<file path="config.mk">
export PLATFORM = sky130hd
export DESIGN_NAME = packet_deny_rule_filter_core
export DESIGN_NICKNAME = d
export VERILOG_FILES = /design/src/hdl/pdrf_pkg.sv /design/src/hdl/packet_deny_rule_filter_core.sv
export SDC_FILE = /design/constraint.sdc
export NUM_CORES = 1
export LEC_CHECK = 0
export ABC_AREA = 0
export BUFFER_PORTS_ARGS = -buffer_cell sky130_fd_sc_hd__buf_2
export CORE_UTILIZATION = 50
export DETAILED_ROUTE_END_ITERATION = 12
export PLACE_DENSITY = 0.66
export SYNTH_ARGS = -nofsm -noshare
export SYNTH_HDL_FRONTEND = slang
export SYNTH_SLANG_ARGS = --single-unit
</file>
<file path="constraint.sdc">
create_clock -name clk -period 15.2 [get_ports clk]
set_clock_uncertainty 0.15 [all_clocks]
set_input_delay 2.28 -clock clk [delete_from_list [all_inputs] [get_ports clk]]
set_output_delay 2.28 -clock clk [all_outputs]
set_load 0.02 [all_outputs]
</file>
<file path="src/hdl/pdrf_pkg.sv">
// Package for the packet deny rule filter.
// Holds table sizing, protocol numbers, command codes and the stored rule layout.
// No dependencies.
package pdrf_pkg;

  // Rule table sizing.
  localparam int MAX_RULES = 16;
  localparam int IDX_W     = (MAX_RULES > 1) ? $clog2(MAX_RULES) : 1;
  localparam int CNT_W     = $clog2(MAX_RULES + 1);
  localparam int HIT_W     = 4;

  // Command codes carried on in_command.
  localparam logic CMD_CLASSIFY = 1'b0;
  localparam logic CMD_APPEND   = 1'b1;

  // Append status codes.
  localparam logic STATUS_OK   = 1'b0;
  localparam logic STATUS_FULL = 1'b1;

  // IPv4 protocol numbers.
  localparam logic [7:0] PROTO_TCP = 8'd6;
  localparam logic [7:0] PROTO_UDP = 8'd17;

  // One stored deny rule, 54 bits.
  typedef struct packed {
    logic        is_tcp;
    logic        any_ifc;
    logic [3:0]  ifc;
    logic [31:0] src_addr;
    logic [15:0] port;
  } rule_t;

endpackage

</file>
<file path="src/hdl/packet_deny_rule_filter_core.sv">
// Top level of the packet deny rule filter: rule table, walk sequencer and result register.
// Depends on pdrf_pkg.
//
// Usage:
//   One input beat on in_* carries either an append command (a new deny rule) or a
//   classify command (fields of one packet). Every input beat yields exactly one
//   result beat on out_*: drop, status and hit_index.
//   An append goes straight from idle to the done state. A full table refuses
//   it with status 1 and leaves the table unchanged.
//   A classify walks the rule table in order, one rule per cycle, from a rule memory
//   with one write port and one registered read port. The walk examines rules up to
//   the rule count, at most MAX_RULES; the first matching rule stops the walk. In the
//   done state the result waits until the output register is free, then loads it.
//   in_ready is high only while the sequencer is idle, so a new beat is not taken
//   until the previous one has left the done state.
//   The output register lets a new beat be accepted while the previous result still
//   waits; a finished result then holds in the sequencer, so a stalled receiver
//   stalls the input side after one more beat.
//   Reset (rst_n low, synchronous) empties the table by clearing the rule count and
//   drops any pending result; entries at or above the rule count are never matched.
module packet_deny_rule_filter_core (
  input  logic        clk,
  input  logic        rst_n,
  input  logic        in_valid,
  output logic        in_ready,
  input  logic        in_command,
  input  logic [3:0]  in_pkt_interface,
  input  logic [31:0] in_pkt_src_addr,
  input  logic [7:0]  in_pkt_protocol,
  input  logic [15:0] in_pkt_dst_port,
  input  logic        in_rule_any_interface,
  input  logic [3:0]  in_rule_interface,
  input  logic [31:0] in_rule_src_addr,
  input  logic [15:0] in_rule_port,
  input  logic        in_rule_is_tcp,
  output logic        out_valid,
  input  logic        out_ready,
  output logic        out_drop,
  output logic        out_status,
  output logic [3:0]  out_hit_index
);
  import pdrf_pkg::*;

  // Sequencer states.
  localparam logic [1:0] ST_IDLE = 2'd0;
  localparam logic [1:0] ST_WALK = 2'd1;
  localparam logic [1:0] ST_DONE = 2'd2;

  logic [1:0]       state_r, state_nxt;
  logic [CNT_W-1:0] count_r, count_nxt;
  logic [IDX_W-1:0] idx_r, idx_nxt;

  // Packet fields captured at acceptance.
  logic [3:0]  pkt_ifc_r;
  logic [31:0] pkt_addr_r;
  logic [7:0]  pkt_proto_r;
  logic [15:0] pkt_port_r;

  // Pending result held by the sequencer.
  logic             res_drop_r, res_drop_nxt;
  logic             res_status_r, res_status_nxt;
  logic [HIT_W-1:0] res_hit_r, res_hit_nxt;

  // Output register.
  logic             out_valid_r;
  logic             out_drop_r;
  logic             out_status_r;
  logic [HIT_W-1:0] out_hit_r;

  // Rule memory with registered read.
  rule_t            rule_mem [MAX_RULES];
  rule_t            rd_rule_r;
  logic [IDX_W-1:0] rd_addr;
  logic             wr_en;
  logic             in_fire;
  logic             table_full;
  logic             out_free;
  logic             rule_hit;
  logic             last_rule;
  logic [7:0]       rule_proto;
  logic [IDX_W:0]   idx_inc;
  logic [31:0]      idx_ext;

  assign in_ready   = (state_r == ST_IDLE);
  assign in_fire    = in_valid && in_ready;
  assign table_full = (count_r >= CNT_W'(MAX_RULES));
  assign wr_en      = in_fire && (in_command == CMD_APPEND) && !table_full;
  assign out_free   = !out_valid_r || out_ready;

  // The walk reads entry 0 on acceptance, then the next entry each cycle.
  assign idx_inc = {1'b0, idx_r} + 1'b1;
  assign rd_addr = (state_r == ST_IDLE) ? '0 : idx_inc[IDX_W-1:0];

  always_ff @(posedge clk) begin
    if (wr_en) begin
      rule_mem[count_r[IDX_W-1:0]] <= '{is_tcp:   in_rule_is_tcp,
                                        any_ifc:  in_rule_any_interface,
                                        ifc:      in_rule_interface,
                                        src_addr: in_rule_src_addr,
                                        port:     in_rule_port};
    end
    rd_rule_r <= rule_mem[rd_addr];
  end

  // Match of the currently read rule against the captured packet.
  assign rule_proto = rd_rule_r.is_tcp ? PROTO_TCP : PROTO_UDP;
  assign rule_hit   = (rd_rule_r.any_ifc || (rd_rule_r.ifc == pkt_ifc_r)) &&
                      ((rd_rule_r.src_addr == '0) || (rd_rule_r.src_addr == pkt_addr_r)) &&
                      (rule_proto == pkt_proto_r) &&
                      ((rd_rule_r.port == '0) || (rd_rule_r.port == pkt_port_r));
  assign last_rule  = ({{(CNT_W > IDX_W ? CNT_W - IDX_W : 1){1'b0}}, idx_inc}
                       >= {{(IDX_W + 1 > CNT_W ? IDX_W + 1 - CNT_W : 1){1'b0}}, count_r});
  assign idx_ext    = 32'(idx_r);

  // Sequencer next state.
  always_comb begin
    state_nxt      = state_r;
    count_nxt      = count_r;
    idx_nxt        = idx_r;
    res_drop_nxt   = res_drop_r;
    res_status_nxt = res_status_r;
    res_hit_nxt    = res_hit_r;
    case (state_r)
      ST_IDLE: begin
        if (in_fire) begin
          idx_nxt        = '0;
          res_drop_nxt   = 1'b0;
          res_status_nxt = STATUS_OK;
          res_hit_nxt    = '0;
          if (in_command == CMD_APPEND) begin
            if (table_full) begin
              res_status_nxt = STATUS_FULL;
            end else begin
              count_nxt = count_r + 1'b1;
            end
            state_nxt = ST_DONE;
          end else if (count_r == '0) begin
            state_nxt = ST_DONE;
          end else begin
            state_nxt = ST_WALK;
          end
        end
      end
      ST_WALK: begin
        if (rule_hit) begin
          res_drop_nxt = 1'b1;
          res_hit_nxt  = idx_ext[HIT_W-1:0];
          state_nxt    = ST_DONE;
        end else if (last_rule) begin
          state_nxt = ST_DONE;
        end else begin
          idx_nxt = idx_inc[IDX_W-1:0];
        end
      end
      ST_DONE: begin
        if (out_free) begin
          state_nxt = ST_IDLE;
        end
      end
      default: begin
        state_nxt = ST_IDLE;
      end
    endcase
  end

  // Control registers.
  always_ff @(posedge clk) begin
    if (!rst_n) begin
      state_r     <= ST_IDLE;
      count_r     <= '0;
      out_valid_r <= 1'b0;
    end else begin
      state_r <= state_nxt;
      count_r <= count_nxt;
      if ((state_r == ST_DONE) && out_free) begin
        out_valid_r <= 1'b1;
      end else if (out_ready) begin
        out_valid_r <= 1'b0;
      end
    end
  end

  // Payload registers.
  always_ff @(posedge clk) begin
    idx_r        <= idx_nxt;
    res_drop_r   <= res_drop_nxt;
    res_status_r <= res_status_nxt;
    res_hit_r    <= res_hit_nxt;
    if (in_fire) begin
      pkt_ifc_r   <= in_pkt_interface;
      pkt_addr_r  <= in_pkt_src_addr;
      pkt_proto_r <= in_pkt_protocol;
      pkt_port_r  <= in_pkt_dst_port;
    end
    if ((state_r == ST_DONE) && out_free) begin
      out_drop_r   <= res_drop_r;
      out_status_r <= res_status_r;
      out_hit_r    <= res_hit_r;
    end
  end

  assign out_valid     = out_valid_r;
  assign out_drop      = out_drop_r;
  assign out_status    = out_status_r;
  assign out_hit_index = out_hit_r;

endmodule

</file>
[Word level (Yosys, flattened, before mapping)]
Memory sizes are Yosys's and may differ from the RTL's. A register that Yosys moved wholly into a read port is not among the register bits.
Cells that the tools add are included.
Storage, ports and cells
  memories kept: 1
  register bits after elaboration: 84
  memory bits (writable): 864
  output and inout bits: 8
  input port bits: 119
Memories
  rule_mem: depth 16, width 54, read ports 1, clocked after memory_dff 1, wr ports 1, RTL line packet_deny_rule_filter_core.sv:71  | rule_t rule_mem [MAX_RULES];
Cells by class
  add/subtract/negate cells: 2
  reductions and logical operators: 24
  equality and inequality tests: 12
  order comparisons: 2
  bitwise gates (word level): 1
  multiplexer cells: 23
Operator list (count)
  32-bit == test: 1
  32-bit logical NOT: 1
  4-bit two-way mux: 5
  16-bit == test: 1
  16-bit logical NOT: 1
  4-bit one-hot mux with 2 select lines: 2
  2-bit two-way mux: 6
  5-bit by 8-bit == test with 1-bit output: 1
  2-bit != test (second input constant): 4
  4-bit AND reduction: 2
  1-bit logical AND: 7
  1-bit two-way mux: 7
  2-bit one-hot mux with 3 select lines: 1
  3-bit AND reduction: 2
  4-bit by 1-bit adder with 5-bit output (second input constant): 1
  5-bit by 1-bit adder with 5-bit output (second input constant): 1
  5-bit greater-or-equal comparator: 1
  5-bit greater-or-equal comparator (second input constant): 1
  5-bit logical NOT: 1
  5-bit two-way mux: 1
  4-bit == test: 1
  1-bit logical OR: 4
  2-bit nonzero test: 2
  3-bit != test (second input constant): 1
  8 further kinds: 9

[Longest topological paths before layout]
  word-level depth: 7
  gate-level depth with buffers: 11
  depth with buffers taken out: 9

[Least setup slack after synthesis]
OpenSTA, ideal clock, no wires.
  kind: in2reg
  start point: input port in_valid
  end point: memory rule_mem[2][0] (netlist bit), enable pin
  buffers on the path: 0
  slack: 8.002 ns
  arrival time: 6.516 ns
  stages on the path: 4
  setup time: 0.532 ns
  required time: 14.518 ns
  cell sequence: nand2_2 nor3b_4 nand2_1 nor3_1
On the way
  cells in the longest elaborated chain, start to end: 5
RTL lines
  start, declared: RTL line packet_deny_rule_filter_core.sv:24  | input logic in_valid,
  1-bit logical AND: RTL line packet_deny_rule_filter_core.sv:85  | assign in_fire = in_valid && in_ready;
  1-bit logical AND (2 in a row): RTL line packet_deny_rule_filter_core.sv:87  | assign wr_en = in_fire && (in_command == CMD_APPEND) && !table_full;
  1-bit two-way mux: RTL line packet_deny_rule_filter_core.sv:95  | if (wr_en) begin
  1-bit two-way mux (not written as such): RTL line packet_deny_rule_filter_core.sv:96  | rule_mem[count_r[IDX_W-1:0]] <= '{is_tcp: in_rule_is_tcp,
  end, declared: RTL line packet_deny_rule_filter_core.sv:71
No other way between the ends.

[Worst setup path after layout]
  start point: input port in_valid
  end point: memory rule_mem[6][48] (netlist bit), enable pin
Same word-level chain as after synthesis.

==> summary.txt <==
# port buffers - 126
initial antenna violation count - 6
Syn Area/Cell - 15.9 um^2
Core ar. - 77800 um^2
Die Span X - 283 um
Routability Congestion - 0.783
Final ANT Viol Nets - 0
detailed-route via count - 22000
pin count of the biggest net entering global routing - 170
post-CTS setup buffer count - 0
RSZ-0062 raised after global routing - no
synth warn - 0
Fin. Hold Viols - 0
number of max-cap violations - 0
Num CTS Buffers - 100
grt total ovfl - 0
DP Wirelength - 49.0 mm
DP Worst Slack - 10020 ps
vias in the first global route - 22100
CP Launch Type - input port
crit-path max cell delay - 740 ps
Hold-fix buffers, CTS - 0
Hold WC Path Type - reg -> reg
post-DR vias/cell - 5.90
Max Root-Sink Buffers - 3
post-layout util - 0.574
Mapped Area - 39600 um^2
most common cell after layout, fill and taps aside - edfxtp_1
CTS Root Cell - clkbuf_16
die height - 283 um
clock sinks - 1002
Hold WS - 272 ps
CTS resizes - 0
FFs w/ async S/R, synth - 0
status - finished, final reports clean
worst skew pair latency - 660 ps
Top FF cell, synth - edfxtp_1
fin crit share - 0.300
final wirelength - 92.2 mm
IO Pins - 127
Slew Viols, Final - 0
Setup-failing EPs final - 0
gr usage total - 0.227
Seq/Total Area, Yosys - 0.744
first-pass iteration count of the detailed router - 5
most frequent cells in the layout - edfxtp_1, a21oi_1, mux2i_1, mux2_2, buf_2
Crit Path Max Fanout - 37
PwrDens - 138 nW/um^2
CP arrival - 4670 ps
library cells used by synthesis - 48
DRT iter0 DRCs - 2196
Post-Syn Instances - 2489
critical path endpoint category - flip-flop
post-DR wirelength/cell - 24.8 um
placed insts - 3533
Reg clk slew, reported paths - 60 ps
drt drc - 0
post-route insts no fill - 3724
synthesis-to-finish area growth - 12.8%
final worst slack - 10640 ps
CTS HTree Levels - 3
setup tns final - 0 ps
worst endpoint required time - 15310 ps
initial core utilization - 0.509
measured slew at the worst slew-check pin - 1230 ps
first-pass GRT wire length - 137 mm
critical path type - in -> reg
peak supply drop - 102 uV
Slowest-stage cell, CP - buf_4
area of the die - 80300 um^2
CTS tree - built
layout cells sized above 1 - 0.203
Final #Nets - 2724
Post-Syn Nets - 2618
Leakage - 0.0143 uW
Post-synth EDFFs - 940
minimum clock period - 4560 ps
CP Cell Sequence - buf_2 -> nand2_2 -> nor3b_4 -> nand2_1 -> nor2_4 -> buf_4
Max Clk Rate - 219 MHz
synthesized flop and latch total - 1002
Std-Cell Rows - 102
Slew headroom - 0.177
through the flow:
step	area, um^2	power (uW)
2_1_floorplan	39600	3480
5_1_grt	44700	6350
3_5_place_dp	41200	3670
6_report	44700	6160
3_3_place_gp	41200	3660
4_1_cts	44700	6200
area by class of cell:
| cell class | instances | area (um^2) |
|---|---|---|
| Timing Repair Buffer | 166 | 956 |
| Tap cell | 1040 | 1300 |
| Fill cell | 5996 | 33200 |
| Clock buffer | 126 | 2710 |
| Inverter | 10 | 43.8 |
| Sequential cell | 1002 | 29500 |
| Clock inverter | 63 | 716 |
| Antenna cell | 2 | 5.00 |
| Multi-Input combinational cell | 1315 | 9470 |
kinds of logic after synthesis:
| kind of cell | synth area share |
|---|---|
| adder cells (fa/ha/maj) | 0.00316 |
| multiplexers | 0.0873 |
| XOR/XNOR | 0.0126 |
| buffers and inverters | 0.0205 |
| AO/OA/AOI/OAI | 0.0977 |
| flip-flops | 0.744 |
| AND/OR/NAND/NOR | 0.0345 |
flip-flops by register name, indices dropped and copies added, names as in the netlist:
| signal | flops |
|---|---|
| pkt_addr_r | 32 |
| idx_r | 4 |
| res_status_r | 1 |
| out_valid | 1 |
| count_r | 5 |
| rule_mem | 864 |
| rd_rule_r | 54 |
| state_r | 2 |
| pkt_proto_r | 8 |
| out_hit_index | 4 |
| out_drop | 1 |
| res_drop_r | 1 |
| pkt_ifc_r | 4 |
| res_hit_r | 4 |
| out_status | 1 |
| pkt_port_r | 16 |
worst max-delay path, delay by kind of cell:
family,cells,cell delay [ps]
and+or+nand+nor,4,1450
buffers and inverters,2,860
cells in the mapped netlist (5+ instances only):
cell type / count / area (um^2)
edfxtp_1: 940 / 28200
a21oi_1: 329 / 1650
mux2i_1: 163 / 1630
mux2_2: 162 / 1820
o21ai_0: 119 / 596
o21ai_1: 100 / 500
clkbuf_1: 79 / 297
nor2_1: 76 / 285
nand2_1: 64 / 240
dfxtp_1: 62 / 1240
buf_2: 57 / 285
nand3b_1: 54 / 405
o211ai_1: 54 / 405
xor2_1: 50 / 438
a221oi_2: 30 / 450
a221oi_1: 24 / 210
nor4_1: 24 / 150
ha_1: 10 / 125
buf_4: 9 / 67.6
inv_1: 9 / 33.8
and2_1: 8 / 50.1
buf_1: 8 / 30.0
buf_6: 7 / 78.8
nand4_1: 7 / 43.8
xnor2_1: 7 / 61.3
nor3_1: 5 / 25.0
per-layer routing:
metal | GRT usage | routed length [um] | vias up
met5 | 0 | 45 | -
met4 | 0.0680 | 2010 | 6
met3 | 0.0387 | 5980 | 140
met2 | 0.369 | 44700 | 696
met1 | 0.315 | 39400 | 11200
li1 | - | - | 9923
path summary, 6_finish.rpt:
kind	to	slack, ps	startpoint	depth (start not counted)
min reg2reg	out_hit_index[0]	270	res_hit_r[0]	0
max reg2reg	rd_rule_r[9]	10970	state_r[1]	7
max	rule_mem[6][48]	10640	in_valid	6
min	out_hit_index[0]	270	res_hit_r[0]	0
where the power goes:
group          leakage [uW]  switching, uW  internal [uW]
clock network       0.00169           1020           1520
registers           0.00903           63.8           3080
logic               0.00363            317            157
No activity file was read; power rests on OpenSTA's default activity.
